### src/sv/gps_pkg.sv
// Package for the Gaussian polar sampler: word types and fixed constants.
`default_nettype none
package gps_pkg;

    // Input word: two uniforms, mean and sigma
    typedef struct packed {
        logic        [23:0] uniform_a;
        logic        [23:0] uniform_b;
        logic signed [31:0] mean;
        logic        [31:0] sigma;
    } in_t;

    // Output word: scaled sample and clamp flag
    typedef struct packed {
        logic signed [31:0] sample;
        logic               saturated;
    } out_t;

    // ln(2) in Q0.28
    localparam logic [31:0] LN2_Q28 = 32'd186065279;

    // Normal value width, signed Q4.20
    localparam int NORMAL_BITS = 24;

endpackage
`default_nettype wire

### src/sv/gaussian_polar_sampler_top.sv
// Gaussian polar sampler: sequencer around one shared 32x32 multiplier.
// With a spare held, an accepted word passes ST_SCALE and ST_FIN to the output register.
// For a new pair: ST_SQA, ST_SQB, ST_CHK, ST_NORM, ST_LOG, ST_LNLO, ST_LNHI, then ST_DIV,
// ST_XLO, ST_XHI and ST_SQRT for each normal, then ST_SCALE and ST_FIN, plus any output stall;
// a rejected pair frees the block after ST_SQA, ST_SQB and ST_CHK.
// One word at a time; the log squarings, the divider and the square root dominate.
// Reset (rst_n low, asynchronous) clears the sequencer, the held spare and the output valid.
`default_nettype none
module gaussian_polar_sampler_top #(
    parameter int UNIFORM_BITS = 24
) (
    input  wire logic         clk,
    input  wire logic         rst_n,
    input  wire logic         in_valid,
    output logic              in_ready,
    input  wire gps_pkg::in_t in_data,
    output logic              out_valid,
    input  wire logic         out_ready,
    output gps_pkg::out_t     out_data
);
    import gps_pkg::*;

    localparam int F   = UNIFORM_BITS;
    localparam int SHR = (2 * F >= 32) ? (2 * F - 32) : 0;
    localparam int SHL = (2 * F < 32) ? (32 - 2 * F) : 0;

    typedef enum logic [13:0] {
        ST_IDLE  = 14'b00000000000001,
        ST_SQA   = 14'b00000000000010,
        ST_SQB   = 14'b00000000000100,
        ST_CHK   = 14'b00000000001000,
        ST_NORM  = 14'b00000000010000,
        ST_LOG   = 14'b00000000100000,
        ST_LNLO  = 14'b00000001000000,
        ST_LNHI  = 14'b00000010000000,
        ST_DIV   = 14'b00000100000000,
        ST_XLO   = 14'b00001000000000,
        ST_XHI   = 14'b00010000000000,
        ST_SQRT  = 14'b00100000000000,
        ST_SCALE = 14'b01000000000000,
        ST_FIN   = 14'b10000000000000
    } state_t;

    state_t state_reg, state_next;

    // Control registers
    logic       spare_valid_reg, spare_valid_next;
    logic       part_reg, part_next;
    logic [5:0] cnt_reg, cnt_next;
    logic       out_valid_reg, out_valid_next;

    // Payload registers
    logic [NORMAL_BITS-1:0] spare_reg, spare_next;
    logic [NORMAL_BITS-1:0] xbits_reg, xbits_next;
    logic signed [31:0]     mean_reg, mean_next;
    logic [31:0]            sigma_reg, sigma_next;
    logic [F-1:0]           m1_reg, m1_next, m2_reg, m2_next;
    logic                   n1_reg, n1_next, n2_reg, n2_next;
    logic                   z1_reg, z1_next, z2_reg, z2_next;
    logic [2*F-1:0]         asq_reg, asq_next, bsq_reg, bsq_next;
    logic [31:0]            a32_reg, a32_next, b32_reg, b32_next, s32_reg, s32_next;
    logic [31:0]            z_reg, z_next;
    logic [5:0]             k_reg, k_next;
    logic [29:0]            frac_reg, frac_next;
    logic [35:0]            n_reg, n_next;
    logic [63:0]            acc_reg, acc_next;
    logic [35:0]            twol_reg, twol_next;
    logic [32:0]            rem_reg, rem_next;
    logic [32:0]            quo_reg, quo_next;
    logic [47:0]            v_reg, v_next;
    logic [47:0]            res_reg, res_next;
    logic [47:0]            bit_reg, bit_next;
    logic [55:0]            prod_reg, prod_next;
    out_t                   out_reg, out_next;

    // Shared multiplier
    logic [31:0] mul_a, mul_b;
    logic [63:0] mul_p;

    // Helpers
    logic [F-1:0]   ua, ub;
    logic [F:0]     twa, twb, full;
    logic [F:0]     ma, mb;
    logic [2*F:0]   s_sum;
    logic [63:0]    asq64, bsq64;
    logic [31:0]    a32_c, b32_c;
    logic [32:0]    s32_c;
    logic [31:0]    lg_t;
    logic           div_ge;
    logic [32:0]    div_r;
    logic [47:0]    sq_sum;
    logic           x_neg;
    logic [23:0]    x_mag;
    logic [56:0]    q_round;
    logic [36:0]    q_val;
    logic signed [37:0] scaled, sum;
    out_t           fin_word;

    // Select shared multiplier operands
    always_comb
    begin
        mul_a = '0;
        mul_b = '0;
        case (state_reg)
            ST_SQA:
            begin
                mul_a = 32'(m1_reg);
                mul_b = 32'(m1_reg);
            end
            ST_SQB:
            begin
                mul_a = 32'(m2_reg);
                mul_b = 32'(m2_reg);
            end
            ST_LOG:
            begin
                mul_a = z_reg;
                mul_b = z_reg;
            end
            ST_LNLO:
            begin
                mul_a = n_reg[31:0];
                mul_b = LN2_Q28;
            end
            ST_LNHI:
            begin
                mul_a = 32'(n_reg[35:32]);
                mul_b = LN2_Q28;
            end
            ST_XLO:
            begin
                mul_a = 32'(quo_reg[32:8]);
                mul_b = twol_reg[31:0];
            end
            ST_XHI:
            begin
                mul_a = 32'(quo_reg[32:8]);
                mul_b = 32'(twol_reg[35:32]);
            end
            ST_SCALE:
            begin
                mul_a = 32'(x_mag);
                mul_b = sigma_reg;
            end
            default:
            begin
                mul_a = '0;
                mul_b = '0;
            end
        endcase
    end

    assign mul_p = 64'(mul_a) * 64'(mul_b);

    // Map uniforms to |V| and sign
    assign ua   = F'(in_data.uniform_a);
    assign ub   = F'(in_data.uniform_b);
    assign twa  = {ua, 1'b0};
    assign twb  = {ub, 1'b0};
    assign full = (F+1)'(1) << F;
    assign ma   = ua[F-1] ? (twa - full) : (full - twa);
    assign mb   = ub[F-1] ? (twb - full) : (full - twb);

    // Radius and Q0.32 squares
    assign s_sum = (2*F+1)'(asq_reg) + (2*F+1)'(bsq_reg);
    assign asq64 = 64'(asq_reg);
    assign bsq64 = 64'(bsq_reg);
    assign a32_c = 32'((asq64 >> SHR) << SHL);
    assign b32_c = 32'((bsq64 >> SHR) << SHL);
    assign s32_c = 33'(a32_c) + 33'(b32_c);

    // Log squaring step
    assign lg_t = mul_p[61:30];

    // Divider step
    assign div_ge = (rem_reg >= {1'b0, s32_reg});
    assign div_r  = div_ge ? (rem_reg - {1'b0, s32_reg}) : rem_reg;

    // Square root step
    assign sq_sum = res_reg + bit_reg;

    // Scale, round and clamp
    assign x_neg   = xbits_reg[NORMAL_BITS-1];
    assign x_mag   = x_neg ? 24'(24'd0 - xbits_reg) : xbits_reg;
    assign q_round = x_neg ? (57'(prod_reg) + 57'((1 << 20) - 1)) : 57'(prod_reg);
    assign q_val   = q_round[56:20];
    assign scaled  = x_neg ? -$signed({1'b0, q_val}) : $signed({1'b0, q_val});
    assign sum     = $signed({{6{mean_reg[31]}}, mean_reg}) + scaled;

    always_comb
    begin
        fin_word.saturated = 1'b0;
        fin_word.sample    = 32'(sum);
        if (sum > 38'sd2147483647)
        begin
            fin_word.sample    = 32'h7FFFFFFF;
            fin_word.saturated = 1'b1;
        end
        else if (sum < -38'sd2147483648)
        begin
            fin_word.sample    = 32'h80000000;
            fin_word.saturated = 1'b1;
        end
    end

    // Sequencer
    always_comb
    begin
        state_next       = state_reg;
        spare_valid_next = spare_valid_reg;
        part_next        = part_reg;
        cnt_next         = cnt_reg;
        out_valid_next   = out_valid_reg;
        spare_next       = spare_reg;
        xbits_next       = xbits_reg;
        mean_next        = mean_reg;
        sigma_next       = sigma_reg;
        m1_next          = m1_reg;
        m2_next          = m2_reg;
        n1_next          = n1_reg;
        n2_next          = n2_reg;
        z1_next          = z1_reg;
        z2_next          = z2_reg;
        asq_next         = asq_reg;
        bsq_next         = bsq_reg;
        a32_next         = a32_reg;
        b32_next         = b32_reg;
        s32_next         = s32_reg;
        z_next           = z_reg;
        k_next           = k_reg;
        frac_next        = frac_reg;
        n_next           = n_reg;
        acc_next         = acc_reg;
        twol_next        = twol_reg;
        rem_next         = rem_reg;
        quo_next         = quo_reg;
        v_next           = v_reg;
        res_next         = res_reg;
        bit_next         = bit_reg;
        prod_next        = prod_reg;
        out_next         = out_reg;

        // Drop the output word once taken
        if (out_valid_reg && out_ready)
        begin
            out_valid_next = 1'b0;
        end

        case (state_reg)
            ST_IDLE:
            begin
                if (in_valid)
                begin
                    mean_next  = in_data.mean;
                    sigma_next = in_data.sigma;
                    if (spare_valid_reg)
                    begin
                        xbits_next       = spare_reg;
                        spare_valid_next = 1'b0;
                        state_next       = ST_SCALE;
                    end
                    else
                    begin
                        m1_next    = ma[F-1:0];
                        m2_next    = mb[F-1:0];
                        n1_next    = ~ua[F-1];
                        n2_next    = ~ub[F-1];
                        z1_next    = (ua == '0);
                        z2_next    = (ub == '0);
                        state_next = ST_SQA;
                    end
                end
            end
            ST_SQA:
            begin
                asq_next   = mul_p[2*F-1:0];
                state_next = ST_SQB;
            end
            ST_SQB:
            begin
                bsq_next   = mul_p[2*F-1:0];
                state_next = ST_CHK;
            end
            ST_CHK:
            begin
                a32_next = a32_c;
                b32_next = b32_c;
                s32_next = s32_c[31:0];
                z_next   = s32_c[31:0];
                cnt_next = '0;
                // Reject points outside the open disc or at the center
                if (z1_reg || z2_reg || s_sum[2*F] || (s_sum == '0) ||
                    (s32_c == '0) || s32_c[32])
                begin
                    state_next = ST_IDLE;
                end
                else
                begin
                    state_next = ST_NORM;
                end
            end
            ST_NORM:
            begin
                // Bring the leading one to bit 30
                if (z_reg[31])
                begin
                    z_next     = z_reg >> 1;
                    k_next     = 6'd1;
                    cnt_next   = '0;
                    state_next = ST_LOG;
                end
                else if (z_reg[30])
                begin
                    k_next     = cnt_reg + 6'd2;
                    cnt_next   = '0;
                    state_next = ST_LOG;
                end
                else
                begin
                    z_next   = z_reg << 1;
                    cnt_next = cnt_reg + 6'd1;
                end
            end
            ST_LOG:
            begin
                // One fraction bit of log2 per squaring
                if (lg_t[31])
                begin
                    z_next    = {1'b0, lg_t[31:1]};
                    frac_next = {frac_reg[28:0], 1'b1};
                end
                else
                begin
                    z_next    = {1'b0, lg_t[30:0]};
                    frac_next = {frac_reg[28:0], 1'b0};
                end
                cnt_next = cnt_reg + 6'd1;
                if (cnt_reg == 6'd29)
                begin
                    // Form N = (32 - p) * 2^30 - frac with the last fraction bit
                    n_next     = {k_reg, 30'd0} - 36'({frac_reg[28:0], lg_t[31]});
                    state_next = ST_LNLO;
                end
            end
            ST_LNLO:
            begin
                acc_next   = mul_p;
                state_next = ST_LNHI;
            end
            ST_LNHI:
            begin
                twol_next  = 36'(((acc_reg + {mul_p[31:0], 32'd0}) >> 28) << 1);
                rem_next   = {1'b0, a32_reg};
                quo_next   = '0;
                part_next  = 1'b0;
                cnt_next   = '0;
                state_next = ST_DIV;
            end
            ST_DIV:
            begin
                // One quotient bit per cycle
                quo_next = {quo_reg[31:0], div_ge};
                rem_next = {div_r[31:0], 1'b0};
                cnt_next = cnt_reg + 6'd1;
                if (cnt_reg == 6'd32)
                begin
                    state_next = ST_XLO;
                end
            end
            ST_XLO:
            begin
                acc_next   = mul_p;
                state_next = ST_XHI;
            end
            ST_XHI:
            begin
                v_next     = 48'((acc_reg + {mul_p[31:0], 32'd0}) >> 14);
                res_next   = '0;
                bit_next   = 48'd1 << 46;
                cnt_next   = '0;
                state_next = ST_SQRT;
            end
            ST_SQRT:
            begin
                // Two radicand bits per cycle
                if (v_reg >= sq_sum)
                begin
                    v_next   = v_reg - sq_sum;
                    res_next = (res_reg >> 1) + bit_reg;
                end
                else
                begin
                    res_next = res_reg >> 1;
                end
                bit_next = bit_reg >> 2;
                cnt_next = cnt_reg + 6'd1;
                if (cnt_reg == 6'd23)
                begin
                    if (!part_reg)
                    begin
                        xbits_next = (n1_reg && res_next[23:0] != '0) ?
                                     24'(24'd0 - res_next[23:0]) : res_next[23:0];
                        part_next  = 1'b1;
                        rem_next   = {1'b0, b32_reg};
                        quo_next   = '0;
                        cnt_next   = '0;
                        state_next = ST_DIV;
                    end
                    else
                    begin
                        spare_next       = n2_reg ? 24'(24'd0 - res_next[23:0]) :
                                           res_next[23:0];
                        spare_valid_next = 1'b1;
                        state_next       = ST_SCALE;
                    end
                end
            end
            ST_SCALE:
            begin
                prod_next  = mul_p[55:0];
                state_next = ST_FIN;
            end
            ST_FIN:
            begin
                // Hold until the output register is free
                if (!out_valid_reg || out_ready)
                begin
                    out_next       = fin_word;
                    out_valid_next = 1'b1;
                    state_next     = ST_IDLE;
                end
            end
            default:
            begin
                state_next = ST_IDLE;
            end
        endcase
    end

    // Control registers
    always_ff @(posedge clk or negedge rst_n)
    begin
        if (!rst_n)
        begin
            state_reg       <= ST_IDLE;
            spare_valid_reg <= 1'b0;
            spare_reg       <= '0;
            part_reg        <= 1'b0;
            cnt_reg         <= '0;
            out_valid_reg   <= 1'b0;
        end
        else
        begin
            state_reg       <= state_next;
            spare_valid_reg <= spare_valid_next;
            spare_reg       <= spare_next;
            part_reg        <= part_next;
            cnt_reg         <= cnt_next;
            out_valid_reg   <= out_valid_next;
        end
    end

    // Payload registers
    always_ff @(posedge clk)
    begin
        xbits_reg <= xbits_next;
        mean_reg  <= mean_next;
        sigma_reg <= sigma_next;
        m1_reg    <= m1_next;
        m2_reg    <= m2_next;
        n1_reg    <= n1_next;
        n2_reg    <= n2_next;
        z1_reg    <= z1_next;
        z2_reg    <= z2_next;
        asq_reg   <= asq_next;
        bsq_reg   <= bsq_next;
        a32_reg   <= a32_next;
        b32_reg   <= b32_next;
        s32_reg   <= s32_next;
        z_reg     <= z_next;
        k_reg     <= k_next;
        frac_reg  <= frac_next;
        n_reg     <= n_next;
        acc_reg   <= acc_next;
        twol_reg  <= twol_next;
        rem_reg   <= rem_next;
        quo_reg   <= quo_next;
        v_reg     <= v_next;
        res_reg   <= res_next;
        bit_reg   <= bit_next;
        prod_reg  <= prod_next;
        out_reg   <= out_next;
    end

    assign in_ready  = (state_reg == ST_IDLE);
    assign out_valid = out_valid_reg;
    assign out_data  = out_reg;

    // The divider remainder stays below twice the divisor
    assert property (@(posedge clk) disable iff (!rst_n)
        (state_reg == ST_DIV) |-> (rem_reg < {s32_reg, 1'b0}))
        else $error("divider remainder out of range");

    // A spare is only set at the end of the second root
    assert property (@(posedge clk) disable iff (!rst_n)
        $rose(spare_valid_reg) |-> $past(state_reg == ST_SQRT && part_reg))
        else $error("spare set outside second root");

    // A held spare goes straight to scaling
    assert property (@(posedge clk) disable iff (!rst_n)
        (in_valid && in_ready && spare_valid_reg) |=> (state_reg == ST_SCALE))
        else $error("held spare not used");

    // A result is loaded only from the final state
    assert property (@(posedge clk) disable iff (!rst_n)
        ($rose(out_valid_reg)) |-> $past(state_reg == ST_FIN))
        else $error("output loaded outside final state");

endmodule
`default_nettype wire
### config.mk
export PLATFORM = sky130hd
export DESIGN_NAME = gaussian_polar_sampler_top
export DESIGN_NICKNAME = d
export VERILOG_FILES = /design/src/sv/gps_pkg.sv /design/src/sv/gaussian_polar_sampler_top.sv
export SDC_FILE = /design/constraint.sdc
export NUM_CORES = 2
export LEC_CHECK = 0
export BUFFER_PORTS_ARGS = -buffer_cell sky130_fd_sc_hd__buf_2
export CAP_MARGIN = 25
export CORE_MARGIN = 10
export CORE_UTILIZATION = 30
export CTS_CLUSTER_SIZE = 14
export DETAILED_ROUTE_END_ITERATION = 8
export PLACE_DENSITY_LB_ADDON = 0.1
export SYNTH_ARGS = -nofsm -noshare
export SYNTH_HDL_FRONTEND = slang
export SYNTH_SLANG_ARGS = --single-unit
### constraint.sdc
create_clock -name clk -period 22 [get_ports clk]
set_input_delay 4.4 -clock clk [delete_from_list [all_inputs] [get_ports clk]]
set_output_delay 4.4 -clock clk [all_outputs]
set_load 0.1 [all_outputs]
; ---- Word-level counts from Yosys, hierarchy flattened
; Index checks and enable logic that the tools add are counted.
[op_classes]
n_mux = 59
n_mul = 1
add_sub_neg = 19
n_eq_ne = 28
order_cmp = 4
reduce_logical = 39
bitwise = 3
[op_table]
columns = op, count
row1 = $pmux W32 S7, 2
row2 = $pmux W48 S2, 3
row3 = $mux W24, 9
row4 = $pmux W33 S3, 2
row5 = $pmux W14 S14, 1
row6 = $mux W33, 5
row7 = $mux W48, 3
row8 = $mux W14, 7
row9 = $pmux W32 S3, 1
row10 = $sub A1 B24 Y24 const A, 4
row11 = $mux W31, 3
row12 = $add A63 B63 Y63, 1
row13 = $mul A32 B32 Y63, 1
row14 = $add A56 B20 Y57 const B, 1
row15 = $mux W57, 1
row16 = $add A48 B48 Y49, 1
row17 = $logic_not A49 Y1, 1
row18 = $add A47 B48 Y48, 1
row19 = $add A48 B48 Y48, 1
row20 = $ge A48 B48 Y1, 1
row21 = $logic_not A24 Y1, 2
row22 = $pmux W24 S2, 1
row23 = $sub A24 B1 Y24 const B, 2
row24 = $sub A48 B48 Y48, 1
row25 = other kinds (53), 98
[word_totals]
out_inout_bits = 35
register_bits = 879

; ---- Logic depth before layout (Yosys ltp)
[logic_depth]
word_depth = 10
mapped_depth = 51
ltp_nobuf = 46

; ---- Least setup slack after synthesis
; Ideal clock, no wire load.
[synth_path]
path_kind = register -> register
start = register state_reg[4]
end = register n_reg[32] (data pin)
slack_ns = 9.264
stages_incl_launch_ff = 48
arrival_ns = 12.470
cell_sequence = dfrtp_1 > or4_1 > nor2_1 > nand3_1 > nor2_1 > nand2_1 > inv_1 > buf_1 > buf_1 > clkbuf_1 > a22oi_1 > inv_2 > clkbuf_1 > nand2_1 > fa_1 > inv_1 > fa_1 > inv_1 > [12 not listed] > a21oi_1 > o21ai_0 > a41oi_1 > a21oi_1 > nand3_1 > o21a_1 > o311a_1 > inv_2 > buf_2 > ha_1 > nand2_1 > or2_2 > clkbuf_1 > or2_1 > or3_4 > nor3_2 > nor3_1 > xor2_1
[synth_between]
elab_chain_len = 5
word_cells_on_any_way = 14
classes_between = add/sub: 1 / mul: 1 / eq/ne: 8 / mux: 2 / reduce/logical: 2
[synth_rtl]
columns = element, line
row1 = "start, declared", gaussian_polar_sampler_top.sv:44  ; state_t state_reg, state_next;
row2 = "start signal, assigned", gaussian_polar_sampler_top.sv:454  ; state_reg <= state_next;
row3 = $eq A14 B11 Y1 (tied with other cells), gaussian_polar_sampler_top.sv:104  ; case (state_reg)
row4 = $reduce_or A2 Y1 (no line), -
row5 = $pmux W32 S7, gaussian_polar_sampler_top.sv:104
row6 = $mul A32 B32 Y63 (*), gaussian_polar_sampler_top.sv:153  ; assign mul_p = 64'(mul_a) * 64'(mul_b);
row7 = $sub A36 B30 Y36 (*), gaussian_polar_sampler_top.sv:341  ; n_next = {k_reg, 30'd0} - 36'({frac_reg[28:0], lg_t[31]});
row8 = "end signal, assigned", gaussian_polar_sampler_top.sv:483  ; n_reg <= n_next;
row9 = "end, declared", gaussian_polar_sampler_top.sv:65  ; logic [35:0] n_reg, n_next;
; Mark *: on every way between the ends. The rest lies on a longest branch, timed or not.
; A chain may end at the register's enable or synchronous reset.

; ---- Worst setup path after layout
[layout_path]
start = register state_reg[4]
end = register n_reg[34] (data pin)
; The elaborated chain is that of the path after synthesis.

==> flow_summary.toml <==
[place]
gp_congestion = 0.9367
place_inst = 11960
hpwl_microns = 258200
io_buffer_count = 150

[setup_path]
cp.arrival_ns = 15.53
cp.required_ns = 22.51
reg2reg_to = "n_reg[34]"
endpoint_kind = "register"
r2r_slack_ns = 6.98
crit_fanout = 55
cp_common_cell = "fa_1"
critical-path-slowest-cell = "or3_1"
reg2reg_depth = 42
path_class = "register to register"
cp-start-kind = "register"
cpPeakStageDelay_ns = 0.78
r2r_start = "state_reg[4]"

[worst_hold_path]
min_path_cells = 0
min_from = "bsq_reg[38]"
hold_end = "b32_reg[22]"
hp-class = "register to register"

[clock_network]
cts_tree = "built"
cts_sinks = 839
root_buffer = "clkbuf_16"
max-clock-path-buffers = 3
clk_pin_slew_ns = 0.06
clkLatencyLatePin_ns = 0.78
cts_resized = 0
cts_max_level = 3
cts_made_buffers = 105
cts_setup_buffers = 0
ctsHoldBuffers = 0

[finish]
multi_input_area_sq_um = 51390
final_cell_mix = "inv_1 (1130), nand2_1 (1034), fa_1 (901)"
seq_area_sq_um = 24960
final_common_cell = "inv_1"
drive_above_1_share = 0.07843
largest_register_ff_count = 56
fin_nets = 10030
stdcell_count = 12170
synthToLayoutAreaGrowth_pct = 11.71
fillCellCount = 27830

[logic_synthesis]
synth_cells = 8437
syn_area_sq_um = 81520
yosys_warnings = 0
async_flop_share = 0.05602
synth_top_flop_cell = "edfxtp_1"
ys_ff_latch = 839
synth_area_leaders = "edfxtp_1 (29%), fa_1 (22%), ha_1 (7.9%), inv_1 (5.2%), nand2_1 (4.8%)"
yosys.area.top_type = "edfxtp_1"
ys_types = 102
synth_edf_count = 792
seq_area_frac_synth = 0.3062
avgSynthCellArea_sq_um = 9.663
syn-num-nets = 9966
netlist.area_leader.share = 0.2917

[sta]
final.setup_skew_ns = 0.07187
hold_violations = 0
min_period_ns = 15.02
max_freq_mhz = 66.58
finalSetupViolCount = 0
fin_crit_sh = 0.6827
rsz0062_at_grt = "false"
max_slew_margin = 0.1421
tightest_slew_ns = 1.287
finalSetupTns_ns = 0
holdWs_ns = 0.4508
slew_viol_final = 0

[die]
num_rows = 191
core_sq_um = 270500
dieArea_sq_um = 293000
die_y_microns = 541.3
initial_core_util = 0.3014
io_pins = 151
fp.dieW_microns = 541.3

[route]
first_pass_iters = 6
avgViaCountPerCell = 5.216
drt-wirelength-per-cell_microns = 27.17
totalWireLength_microns = 330700
vias = 63490
drt-initial-drc-count = 5906
ant_nets = 0
drc = 0

[grt]
antenna_found_initial = 37
grt_max_degree = 76
grt-ovfl-total = 0
use_met1 = 0.3108
use_met3 = 0.02938
grt_pass1_wl_microns = 473000
grt_use_total = 0.2200
first_global_vias = 64390
grt_busiest_layer = "met2"
grt_util_met2 = 0.3483

[power_and_ir_drop]
pwr_density_cell_nw_per_um2 = 70.31
p_leak_nw = 38.80
ir_drop_v = 0.00009031

[job]
max_cap_viol_count = 0

[outcome]
status = "finished, final reports clean"
## worst max-delay path: cells and delay by family (launching register included)
| family | cells | cell delay [ns] |
|---|---|---|
| adders and majority gates | 10 | 4.86 |
| xor gates and xnor gates | 1 | 0.15 |
| buffers and inverters | 9 | 2.17 |
| DFF | 1 | 0.45 |
| and+or+nand+nor | 14 | 4.35 |
| AOI/OAI and AO/OA | 8 | 2.68 |
## how the worst max path moves through the flow
stage                end          from  slack [ns]  cells past startpoint
2_1_floorplan  n_reg[32]  state_reg[4]        9.26                     47
3_3_place_gp   n_reg[32]  state_reg[4]        7.37                     42
3_5_place_dp   n_reg[34]  state_reg[4]        7.25                     42
4_1_cts        n_reg[34]  state_reg[4]        7.26                     42
5_1_grt        n_reg[34]  state_reg[4]        6.37                     39
6_report       n_reg[34]  state_reg[4]        6.98                     42
## power breakdown
group	total, mW	switching [mW]	internal (mW)
logic	2.50	1.82	0.686
clock network	1.84	0.764	1.08
registers	2.06	0.0781	1.98
## kinds of logic (layout without fill, tap and decap cells)
group / count (synthesis) / in the layout / share of synthesized area
multiplexers: 56 / 56 / 0.007137
XOR/XNOR: 525 / 525 / 0.05640
adder cells (fa/ha/maj): 1413 / 1413 / 0.2998
AND/OR/NAND/NOR: 2587 / 2587 / 0.1408
other: 0 / 7 / 0
buffers and inverters: 1520 / 1677 / 0.07072
flip-flops: 839 / 839 / 0.3062
AO/OA/AOI/OAI: 1497 / 1497 / 0.1189
## per-stage QoR
step | utilization | setup WS, ns | instance area, sq um | power (mW)
2_1_floorplan | - | 9.264 | 81520 | 3.322
6_report | 0.3366 | 6.981 | 91070 | 6.403
3_5_place_dp | 0.3227 | 7.253 | 87300 | 4.589
5_1_grt | 0.3366 | 6.370 | 91050 | 6.676
3_3_place_gp | 0.3223 | 7.373 | 87200 | 4.570
4_1_cts | 0.3361 | 7.259 | 90920 | 6.458
## synthesized netlist by cell type (all sizes together), types with 19 or more instances
cell type,number
a211o,22
a211oi,49
a21o,104
a21oi,368
a221o,19
a221oi,38
a222oi,22
a22oi,67
a31oi,63
and2,107
and3,40
buf,44
clkbuf,338
dfrtp,46
edfxtp,792
fa,901
ha,512
inv,1137
mux2i,49
nand2,1038
nand2b,50
nand3,99
nand4,71
nor2,827
nor2b,52
nor3,111
nor3b,20
nor4,50
o211ai,19
o21a,60
o21ai,409
o21bai,64
o31ai,34
o41ai,23
or2,19
or3,43
xnor2,289
xor2,236
## area by class of cell
class                   count  area share
clock inverters            56    0.007529
inverters                1138     0.04702
well taps                3570     0.04905
multi-input cells        6078      0.5643
repair buffers            341     0.02558
flip-flops and latches    839      0.2741
clock buffers             142     0.03226
diodes                      7   0.0001924
## per-layer routing
| metal | routed length (microns) | share of wire |
|---|---|---|
| met1 | 149000 | 0.45 |
| met3 | 20520 | 0.062 |
| met4 | 12720 | 0.038 |
| met2 | 148400 | 0.45 |
| met5 | 13 | 0.000039 |
Power figures use the tool's default switching activity.
